`src/sv/sfrt_pkg.sv`:
```
package sfrt_pkg;

  localparam int DEF_RULE_DEPTH = 64;
  localparam int NUM_PERSONALITIES = 8;

  localparam logic [2:0] VERDICT_ALLOW = 3'd0;
  localparam logic [2:0] VERDICT_DENY  = 3'd1;
  localparam logic [2:0] VERDICT_ERRNO = 3'd2;
  localparam logic [2:0] VERDICT_ADDED = 3'd3;
  localparam logic [2:0] VERDICT_FULL  = 3'd4;

  localparam logic [15:0] KIND_KILL_PROC = 16'h8000;
  localparam logic [15:0] KIND_KILL_THR  = 16'h0000;
  localparam logic [15:0] KIND_TRAP      = 16'h0003;
  localparam logic [15:0] KIND_ERRNO     = 16'h0005;
  localparam logic [15:0] KIND_TRACE     = 16'h7FF0;
  localparam logic [15:0] KIND_LOG       = 16'h7FFC;
  localparam logic [15:0] KIND_ALLOW     = 16'h7FFF;

  localparam logic [2:0] LOG_MIN_LEVEL = 3'd2;

  typedef enum logic {
    ST_IDLE,
    ST_SCAN
  } scan_state_t;

  typedef struct packed {
    logic [2:0]  pers;
    logic [8:0]  call;
    logic [31:0] word;
  } rule_entry_t;

  typedef struct packed {
    logic [2:0]  verdict;
    logic [15:0] errno_value;
    logic        kill_request;
    logic        signal_request;
    logic        tracer_notify;
    logic        log_request;
  } result_t;

  function automatic logic kind_known(input logic [15:0] kind);
    return (kind == KIND_KILL_PROC) || (kind == KIND_KILL_THR) ||
           (kind == KIND_TRAP) || (kind == KIND_ERRNO) ||
           (kind == KIND_TRACE) || (kind == KIND_LOG) || (kind == KIND_ALLOW);
  endfunction

  // Turns the action word of a matching rule into the answer for a check.
  function automatic result_t decode_rule(input logic [31:0] word, input logic tracer,
                                          input logic [2:0] audit);
    result_t r;
    r = '0;
    r.verdict = VERDICT_ALLOW;
    if ((word[31:16] == KIND_KILL_PROC) || (word[31:16] == KIND_KILL_THR)) begin
      r.verdict = VERDICT_DENY;
      r.kill_request = 1'b1;
    end else if (word[31:16] == KIND_TRAP) begin
      r.verdict = VERDICT_DENY;
      r.signal_request = 1'b1;
    end else if (word[31:16] == KIND_ERRNO) begin
      r.verdict = VERDICT_ERRNO;
      r.errno_value = word[15:0];
    end else if (word[31:16] == KIND_TRACE) begin
      r.tracer_notify = tracer;
    end else if (word[31:16] == KIND_LOG) begin
      r.log_request = (audit >= LOG_MIN_LEVEL);
    end
    return r;
  endfunction

endpackage

```
`src/sv/syscall_filter_rule_table.sv`:
```
// Syscall filter rule table.
// A request is offered on start with mode, personality, call_number,
// rule_action and has_tracer, and is taken at a clock edge where start is
// high and busy is low. Mode 0 adds a rule, mode 1 checks a call.
// Every request gives exactly one result, shown for one cycle with done high:
// verdict, errno_value and the kill, signal, trace and log request flags.
// An add is answered in the cycle after it is taken and busy stays low, so
// requests may follow back to back. A check scans the stored rules newest
// first with one read of the rule memory per cycle; its result appears
// once every stored rule has been read, or sooner when a rule matches.
// The single memory read port sets this pace. busy is high while a check
// is scanning and is low again when its result is shown. The user must
// write the audit verbosity through cfg_write and cfg_data only while the
// block is idle; the block itself does not enforce this. Synchronous
// reset empties the table and sets the verbosity to 1; the rule memory is
// not cleared, as only written entries are read.
// The receiver cannot stall: done results must be taken when they appear.
module syscall_filter_rule_table #(
  parameter int RULE_DEPTH = sfrt_pkg::DEF_RULE_DEPTH
) (
  input  logic        clk,
  input  logic        rst,
  input  logic        start,
  output logic        busy,
  input  logic        mode,
  input  logic [2:0]  personality,
  input  logic [8:0]  call_number,
  input  logic [31:0] rule_action,
  input  logic        has_tracer,
  input  logic        cfg_write,
  input  logic [2:0]  cfg_data,
  output logic        done,
  output logic [2:0]  verdict,
  output logic [15:0] errno_value,
  output logic        kill_request,
  output logic        signal_request,
  output logic        tracer_notify,
  output logic        log_request
);

  localparam int ADDR_W = (RULE_DEPTH > 1) ? $clog2(RULE_DEPTH) : 1;

  logic [2:0]            audit_verbosity;
  logic                  wr_en;
  logic [ADDR_W-1:0]     wr_addr;
  sfrt_pkg::rule_entry_t wr_entry;
  logic                  rd_en;
  logic [ADDR_W-1:0]     rd_addr;
  sfrt_pkg::rule_entry_t rd_entry;
  sfrt_pkg::result_t     result;

  always_ff @(posedge clk) begin
    if (rst) begin
      audit_verbosity <= 3'd1;
    end else if (cfg_write) begin
      audit_verbosity <= cfg_data;
    end
  end

  sfrt_rule_mem #(
    .RULE_DEPTH(RULE_DEPTH)
  ) u_mem (
    .clk      (clk),
    .wr_en    (wr_en),
    .wr_addr  (wr_addr),
    .wr_entry (wr_entry),
    .rd_en    (rd_en),
    .rd_addr  (rd_addr),
    .rd_entry (rd_entry)
  );

  sfrt_scan #(
    .RULE_DEPTH(RULE_DEPTH)
  ) u_scan (
    .clk             (clk),
    .rst             (rst),
    .start           (start),
    .mode            (mode),
    .personality     (personality),
    .call_number     (call_number),
    .rule_action     (rule_action),
    .has_tracer      (has_tracer),
    .audit_verbosity (audit_verbosity),
    .busy            (busy),
    .wr_en           (wr_en),
    .wr_addr         (wr_addr),
    .wr_entry        (wr_entry),
    .rd_en           (rd_en),
    .rd_addr         (rd_addr),
    .rd_entry        (rd_entry),
    .done            (done),
    .result          (result)
  );

  assign verdict        = result.verdict;
  assign errno_value    = result.errno_value;
  assign kill_request   = result.kill_request;
  assign signal_request = result.signal_request;
  assign tracer_notify  = result.tracer_notify;
  assign log_request    = result.log_request;

  // An add is answered in the very next cycle.
  a_add_answer: assert property (@(posedge clk) disable iff (rst)
    (start && !busy && !mode) |=> done)
    else $error("add request not answered in the next cycle");

  // A result is never shown while a scan is still running.
  a_no_done_busy: assert property (@(posedge clk) disable iff (rst)
    busy |-> !done)
    else $error("result shown during a scan");

  // Memory writes happen only while no scan is reading the table.
  a_no_write_scan: assert property (@(posedge clk) disable iff (rst)
    wr_en |-> !busy && !rd_en)
    else $error("rule write overlaps a scan");

  // Kill and signal requests come only with a deny verdict.
  a_deny_flags: assert property (@(posedge clk) disable iff (rst)
    (done && (kill_request || signal_request)) |-> (verdict == sfrt_pkg::VERDICT_DENY))
    else $error("kill or signal request without deny verdict");

endmodule

```
`src/sv/sfrt_rule_mem.sv`:
```
module sfrt_rule_mem #(
  parameter int RULE_DEPTH = sfrt_pkg::DEF_RULE_DEPTH,
  localparam int ADDR_W = (RULE_DEPTH > 1) ? $clog2(RULE_DEPTH) : 1
) (
  input  logic                              clk,
  input  logic                              wr_en,
  input  logic [ADDR_W-1:0]                 wr_addr,
  input  sfrt_pkg::rule_entry_t             wr_entry,
  input  logic                              rd_en,
  input  logic [ADDR_W-1:0]                 rd_addr,
  output sfrt_pkg::rule_entry_t             rd_entry
);

  sfrt_pkg::rule_entry_t mem [RULE_DEPTH];

  always_ff @(posedge clk) begin
    if (wr_en) begin
      mem[wr_addr] <= wr_entry;
    end
    if (rd_en) begin
      rd_entry <= mem[rd_addr];
    end
  end

endmodule

```
`src/sv/sfrt_scan.sv`:
```
module sfrt_scan #(
  parameter int RULE_DEPTH = sfrt_pkg::DEF_RULE_DEPTH,
  localparam int ADDR_W = (RULE_DEPTH > 1) ? $clog2(RULE_DEPTH) : 1
) (
  input  logic                  clk,
  input  logic                  rst,
  input  logic                  start,
  input  logic                  mode,
  input  logic [2:0]            personality,
  input  logic [8:0]            call_number,
  input  logic [31:0]           rule_action,
  input  logic                  has_tracer,
  input  logic [2:0]            audit_verbosity,
  output logic                  busy,
  output logic                  wr_en,
  output logic [ADDR_W-1:0]     wr_addr,
  output sfrt_pkg::rule_entry_t wr_entry,
  output logic                  rd_en,
  output logic [ADDR_W-1:0]     rd_addr,
  input  sfrt_pkg::rule_entry_t rd_entry,
  output logic                  done,
  output sfrt_pkg::result_t     result
);

  localparam int CNT_W = $clog2(RULE_DEPTH + 1);

  sfrt_pkg::scan_state_t state, state_next;
  logic [CNT_W-1:0] count;
  logic [CNT_W-1:0] idx;
  logic [CNT_W-1:0] idx_m1;
  logic             pending;
  logic [2:0]       req_pers;
  logic [8:0]       req_call;
  logic             req_tracer;

  logic accept;
  logic room;
  logic pers_ok;
  logic hit;
  logic finish;

  always_comb begin
    accept = start && (state == sfrt_pkg::ST_IDLE);
    room = (count < CNT_W'(RULE_DEPTH));
    pers_ok = (32'(personality) < 32'(sfrt_pkg::NUM_PERSONALITIES));
    idx_m1 = idx - CNT_W'(1);
    hit = pending && (rd_entry.pers == req_pers) && (rd_entry.call == req_call) &&
          sfrt_pkg::kind_known(rd_entry.word[31:16]);

    wr_en = accept && !mode && room && pers_ok;
    wr_addr = count[ADDR_W-1:0];
    wr_entry.pers = personality;
    wr_entry.call = call_number;
    wr_entry.word = rule_action;

    rd_en = 1'b0;
    finish = 1'b0;
    state_next = state;
    unique case (state)
      sfrt_pkg::ST_IDLE: begin
        if (accept && mode) begin
          state_next = sfrt_pkg::ST_SCAN;
        end
      end
      sfrt_pkg::ST_SCAN: begin
        // While older entries remain, a read is kept in flight every cycle; the entry
        // read last cycle is compared while the next older one is fetched.
        if (hit || ((idx == '0) && !pending)) begin
          finish = 1'b1;
          state_next = sfrt_pkg::ST_IDLE;
        end else if (idx != '0) begin
          rd_en = 1'b1;
        end
      end
      default: state_next = sfrt_pkg::ST_IDLE;
    endcase
    rd_addr = idx_m1[ADDR_W-1:0];
    busy = (state != sfrt_pkg::ST_IDLE);
  end

  always_ff @(posedge clk) begin
    if (rst) begin
      state <= sfrt_pkg::ST_IDLE;
      count <= '0;
      pending <= 1'b0;
      done <= 1'b0;
    end else begin
      state <= state_next;
      pending <= rd_en;
      if (wr_en) begin
        count <= count + CNT_W'(1);
      end
      done <= (accept && !mode) || finish;
    end
  end

  always_ff @(posedge clk) begin
    if (accept) begin
      idx <= count;
      req_pers <= personality;
      req_call <= call_number;
      req_tracer <= has_tracer;
    end else if (rd_en) begin
      idx <= idx_m1;
    end

    if (accept && !mode) begin
      result <= '0;
      result.verdict <= (room && pers_ok) ? sfrt_pkg::VERDICT_ADDED : sfrt_pkg::VERDICT_FULL;
    end else if (finish) begin
      if (hit) begin
        result <= sfrt_pkg::decode_rule(rd_entry.word, req_tracer, audit_verbosity);
      end else begin
        result <= '0;
        result.verdict <= sfrt_pkg::VERDICT_ALLOW;
      end
    end
  end

endmodule
```
`config.mk`:
```
export PLATFORM = sky130hd
export DESIGN_NAME = syscall_filter_rule_table
export DESIGN_NICKNAME = d
export VERILOG_FILES = /design/src/sv/sfrt_pkg.sv /design/src/sv/syscall_filter_rule_table.sv /design/src/sv/sfrt_rule_mem.sv /design/src/sv/sfrt_scan.sv
export SDC_FILE = /design/constraint.sdc
export NUM_CORES = 2
export LEC_CHECK = 0
export BUFFER_PORTS_ARGS = -buffer_cell sky130_fd_sc_hd__buf_2
export CORE_ASPECT_RATIO = 0.7
export CORE_MARGIN = 2
export CORE_UTILIZATION = 35
export CTS_CLUSTER_SIZE = 10
export DETAILED_ROUTE_END_ITERATION = 8
export SETUP_SLACK_MARGIN = 0.05
export SLEW_MARGIN = 20
export SYNTH_ARGS = -nofsm -noshare
export SYNTH_HDL_FRONTEND = slang
export SYNTH_SLANG_ARGS = --single-unit
export TNS_END_PERCENT = 10
```
`constraint.sdc`:
```
create_clock -name clk -period 7.94 [get_ports clk]
set_clock_uncertainty 0.15 [all_clocks]
set_input_delay 1.191 -clock clk [delete_from_list [all_inputs] [get_ports clk]]
set_output_delay 1.191 -clock clk [all_outputs]
set_load 0.005 [all_outputs]
```
# --- After elaboration in Yosys (flattened, before gate mapping) ---
# Memory sizes are Yosys's and may differ from the RTL's. A register that Yosys moved wholly into a read port is not among the register bits.
# Cells that the tools add are included.
word_totals:
  n_memories: 1
  ram_bits: 2816
  in_bits: 53
  reg_bits: 56
memory_table:
  columns: ["memory", "depth", "word_bits", "read_ports", "rd_ports_with_merged_regs", "wr", "line_no", "rtl"]
  rows:
  - ["u_mem.mem", 64, 44, 1, 1, 1, "sfrt_rule_mem.sv:14", "sfrt_pkg::rule_entry_t mem [RULE_DEPTH];"]
op_classes:
  n_bitwise: 1
  eq_ne: 8
  magnitude_cmp: 2
  add_sub_neg: 2
  reduce_logical: 23
  mux: 29
ops:
  columns: ["operator", "count"]
  rows:
  - ["23-bit two-way mux", 3]
  - ["16-bit by 15-bit equality test with 1-bit output, second input constant", 3]
  - ["16-bit two-way mux", 2]
  - ["18-bit two-way mux", 1]
  - ["16-bit equality test, second input constant", 1]
  - ["16-bit by 2-bit equality test with 1-bit output, second input constant", 1]
  - ["16-bit by 3-bit equality test with 1-bit output, second input constant", 1]
  - ["16-bit logical NOT", 1]
  - ["1-bit two-way mux", 14]
  - ["7-bit two-way mux", 2]
  - ["3-bit two-way mux", 4]
  - ["9-bit equality test", 1]
  - ["1-bit logical AND", 8]
  - ["1-bit logical OR", 8]
  - ["7-bit by 1-bit adder with 7-bit output, second input constant", 1]
  - ["7-bit logical NOT", 1]
  - ["7-bit less-than comparator, second input constant", 1]
  - ["7-bit nonzero test", 1]
  - ["7-bit by 1-bit subtractor with 7-bit output, second input constant", 1]
  - ["2-bit two-way mux", 2]
  - ["2-bit nonzero test", 2]
  - ["3-bit equality test", 1]
  - ["3-bit by 2-bit greater-or-equal comparator with 1-bit output, second input constant", 1]
  - ["1-bit logical NOT", 2]
  - ["other kinds (2)", 2]

# --- Depth between registers and ports, before layout ---
logic_depth:
  ltp_word: 13
  depth_mapped: 13

# --- Modules after synthesis ---
# A second synthesis with hierarchy kept.
hier_totals:
  hier_cells: 4810
  area_unflattened_um2: 110587.3
by_module_without_submodules:
  columns: ["module", "seq_area_each_um2", "instances", "area_each_um2", "cells_each"]
  rows:
  - ["sfrt_rule_mem", 85882.4, 1, 107778.4, 4547]
  - ["sfrt_scan", 1291.2, 1, 2706.3, 254]
  - ["syscall_filter_rule_table", 60.1, 1, 102.6, 9]

# --- Least setup slack after synthesis ---
# Ideal clock, no wire load.
synth_path:
  kind: "input-to-reg"
  start: "input start"
  end: "memory u_mem.mem[51][0] in the netlist's numbering (enable)"
  t_arrival_ps: 4047
  setup_ps: 446
  path_slack_ps: 3297
  t_required_ps: 7344
  path_stages: 6
  cell_sequence: "nand2b_1 -> buf_2 -> or3_1 -> nor2_1 -> nand3_1 -> nor2_1"
synth_between:
  elab_chain_cells: 5
synth_lines:
  columns: ["item", "line_no", "rtl"]
  rows:
  - ["start: declaration", "syscall_filter_rule_table.sv:23", "input logic start,"]
  - ["1-bit logical AND", "sfrt_scan.sv:43", "accept = start && (state == sfrt_pkg::ST_IDLE);"]
  - ["1-bit logical AND (2 in a row)", "sfrt_scan.sv:50", "wr_en = accept && !mode && room && pers_ok;"]
  - ["1-bit two-way mux", "sfrt_rule_mem.sv:17", "if (wr_en) begin"]
  - ["1-bit two-way mux (not written as such)", "sfrt_rule_mem.sv:18", "mem[wr_addr] <= wr_entry;"]
  - ["end: declaration", "sfrt_rule_mem.sv:14", null]
# No other way between the ends.

# --- Worst setup path after layout ---
layout_path:
  start: "register u_scan.state (netlist: u_scan.busy)"
  end: "memory u_mem.mem[27][18] in the netlist's numbering (enable)"
layout_between:
  elab_chain_cells: 6
layout_lines:
  columns: ["item", "line_no", "rtl"]
  rows:
  - ["start: declaration", "sfrt_scan.sv:27", "sfrt_pkg::scan_state_t state, state_next;"]
  - ["start signal: assignment", "sfrt_scan.sv:83", "state <= sfrt_pkg::ST_IDLE;"]
  - ["start signal: assignment", "sfrt_scan.sv:88", "state <= state_next;"]
  - ["1-bit inverter", "sfrt_scan.sv:43", null]
  - ["1-bit logical AND", "sfrt_scan.sv:43", null]
  - ["1-bit logical AND (2 in a row)", "sfrt_scan.sv:50", null]
  - ["1-bit two-way mux", "sfrt_rule_mem.sv:17", null]
  - ["1-bit two-way mux (not written as such)", "sfrt_rule_mem.sv:18", null]
# No other way between the ends.

==> flow_summary.toml <==
[logic_synthesis]
synth_most_common_cell = "edfxtp_1"
synth_cells = 5841
ys_top_cells_by_area = "edfxtp_1 77%, mux4_2 7.1%, mux2i_1 6.3%, a22oi_1 2.4%, nand2_1 1.8%"
ys_types = 52
synth_area_leader_cell = "edfxtp_1"
synth_edf_count = 2883
synth_common_cells = "2883 x edfxtp_1, 706 x mux2i_1, 546 x nand2_1"
synth_top_area_share_pct = 77.2
yosysSeqAreaShare_pct = 77.8
syn_avg_cell_area_sq_um = 19.2
synth_fp_nets = 5896
async_reset_ff_share_pct = 0
ys_ff_latch = 2915
netlist_area_sq_um = 112000
synth_ff_type = "edfxtp_1"
yosysWarningCount = 0

[global_route]
antenna_found_initial = 37
grt_most_used_layer = "met2"
grt_pass1_wl_mm = 412
grtUsageMet1_pct = 25.9
met3_usage_pct = 3.84
grt_pass1_vias = 55900
grtUsageTotal_pct = 17.5
grtUsageMet2_pct = 26.4
globalRouteOverflowTotal = 0
grt_max_degree = 135

[setup_path]
cp.arrival_ps = 5100
slowest_stage = "nor2_4"
crit_buf_inv = 1
crit_family = "simple AND/OR/NAND/NOR gates"
critPathCaptureType = "flip-flop"
cp-start-kind = "flip-flop"
slowest_delay_ps = 980
crit_type = "reg -> reg"
crit_chain = "nand2b_1 -> or3_1 -> nor2_1 -> nand3_1 -> nor2_4 -> buf_4"
cp_max_fo = 25
crit_required_ps = 8270

[floorplanning]
die_x_um = 680
die_height_um = 477
rows = 173
start_util_pct = 35.2
die_area_sq_um = 325000
coreArea_sq_um = 318000
ios = 78

[sta]
worst_pin_slew_ps = 1230
fin_crit_ps = 4780
period_share_pct = 60.2
rsz0062_at_grt = "false"
relSlewSlack_pct = 17.4
max_freq_ghz = 0.209
hold_viol_final = 0
final.setup.tns_ps = 0
slew_viol_final = 0
setup_viol = 0

[outcome]
status = "finished clean"

[drt]
drtAntennaViolNets = 0
first_iter_violations = 7033
via_per_inst = 5.46
vias = 56800
drc = 0
routed_wl_mm = 292
avgRoutedWirePerCell_um = 28.1
drt_pass1_iterations = 6

[cts]
cts-root-buf = "clkbuf_16"
clk_latency_ps = 880
clockBufferDepth = 4
post_cts_buffers = 0
hold_buffers = 0
cts_tree = "built"
cts_buffers = 334
cts_max_level = 5
cts.reportedPaths.clkPinSlew_ps = 50
cts_sinks = 2915
cts_resized = 0

[power_and_ir_drop]
total_leakage_power_nw = 41.8
p_per_area_nw_per_um2 = 288
power.total_mw = 36.8
vdd_drop_max_uv = 254

[cells_and_area]
n_fill_cell = 28000
layout.nets = 6166
seqCellArea_sq_um = 87200
finalNonFillerCells = 10400
syn_to_final_growth_pct = 14.0
drive_above_1_share_pct = 17.7
multi_input_area_sq_um = 24100

[placed_design]
dp.cells = 9974
globalplace.congestion = 0.809
hpwl_mm = 163
port_buffers = 76

[flow_run]
max_cap_violations = 0

[worst_hold_path]
hold_path_class = "reg -> reg"
[state kept, by name (all words and copies together), names as in the netlist]
| name | cells |
|---|---|
| u_scan.busy | 1 |
| u_scan.pending | 1 |
| u_mem.mem | 2816 |
| u_scan.req_tracer | 1 |
| audit_verbosity | 2 |
| u_scan.idx | 7 |
| u_scan.req_pers | 3 |
| u_scan.result | 23 |
| u_scan.count | 7 |
| u_mem.rd_entry | 44 |
| u_scan.req_call | 9 |
| u_scan.done | 1 |
[cells by family after synthesis]
logic type | share of synthesized area [%]
adders and majority gates | 0.0223
buffers and inverters | 1.34
DFF | 77.8
xor gates and xnor gates | 0.208
and+or+nand+nor | 2.97
AOI/OAI and AO/OA | 4.23
muxes | 13.4
[power breakdown]
part / internal, mW / leakage [nW] / switching, mW
Clock: 7.70 / 4.38 / 5.66
Combinational: 2.25 / 11.2 / 4.10
Sequential: 17.0 / 26.2 / 0.0601
Total: 27.0 / 41.8 / 9.82
[layout make-up]
type | instances | share of cell area (%)
sequential | 2915 | 68.3
multi-input combinational | 2583 | 18.9
clock buffer | 393 | 6.86
tap | 4200 | 4.11
timing repair buffer | 270 | 1.70
clock inverter | 16 | 0.159
inverter | 7 | 0.0206
antenna | 7 | 0.0137
[final timing paths]
| check | endpoint | slack (ps) | startpoint | cells past startpoint |
|---|---|---|---|---|
| setup / recovery | u_mem.mem[27][18]$_DFFE_PP_ | 3160 | u_scan.busy$_SDFF_PP0_ | 6 |
| hold / removal | u_scan.result[8]$_SDFFE_PP0P_ | 310 | u_mem.rd_entry[4]$_DFFE_PP_ | 1 |
| hold reg to reg | u_scan.result[8]$_SDFFE_PP0P_ | 310 | u_mem.rd_entry[4]$_DFFE_PP_ | 1 |
| setup reg to reg | u_mem.mem[27][18]$_DFFE_PP_ | 3160 | u_scan.busy$_SDFF_PP0_ | 6 |
[placed cells by master, fill, tap and decap left out, types with 69 or more instances in the layout]
cell type	n
nor2_4	69
edfxtp_1	2883
a21oi_1	186
buf_4	171
nand2_1	546
o22ai_1	89
buf_2	73
a22oi_1	352
mux2i_1	706
mux4_2	352
clkbuf_16	343
[metal layers]
metal,vias to the layer above,routed length (um),part of all wire (%)
met5,-,0,0
met4,0,6380,2.2
met3,398,26800,9.2
met2,2461,131000,45
met1,29900,128000,44
li1,24000,-,-
[per-stage QoR]
stage	worst slack, ps	hold slack (ps)	instance area, sq um	utilization [%]
3_5_place_dp	2360	303	119000	37.3
6_report	3160	313	128000	40.2
2_1_floorplan	3300	292	112000	-
4_1_cts	3160	316	128000	40.1
3_3_place_gp	2450	309	119000	37.3
5_1_grt	3030	327	128000	40.2
[worst register-to-register path, cell delays in order (launching register included)]
cell	delay [ps]
dfxtp_1	390
nand2b_1	510
or3_1	580
nor2_1	300
nand3_1	840
nor2_4	980
buf_4	590
(Power assumes the default switching activity.)
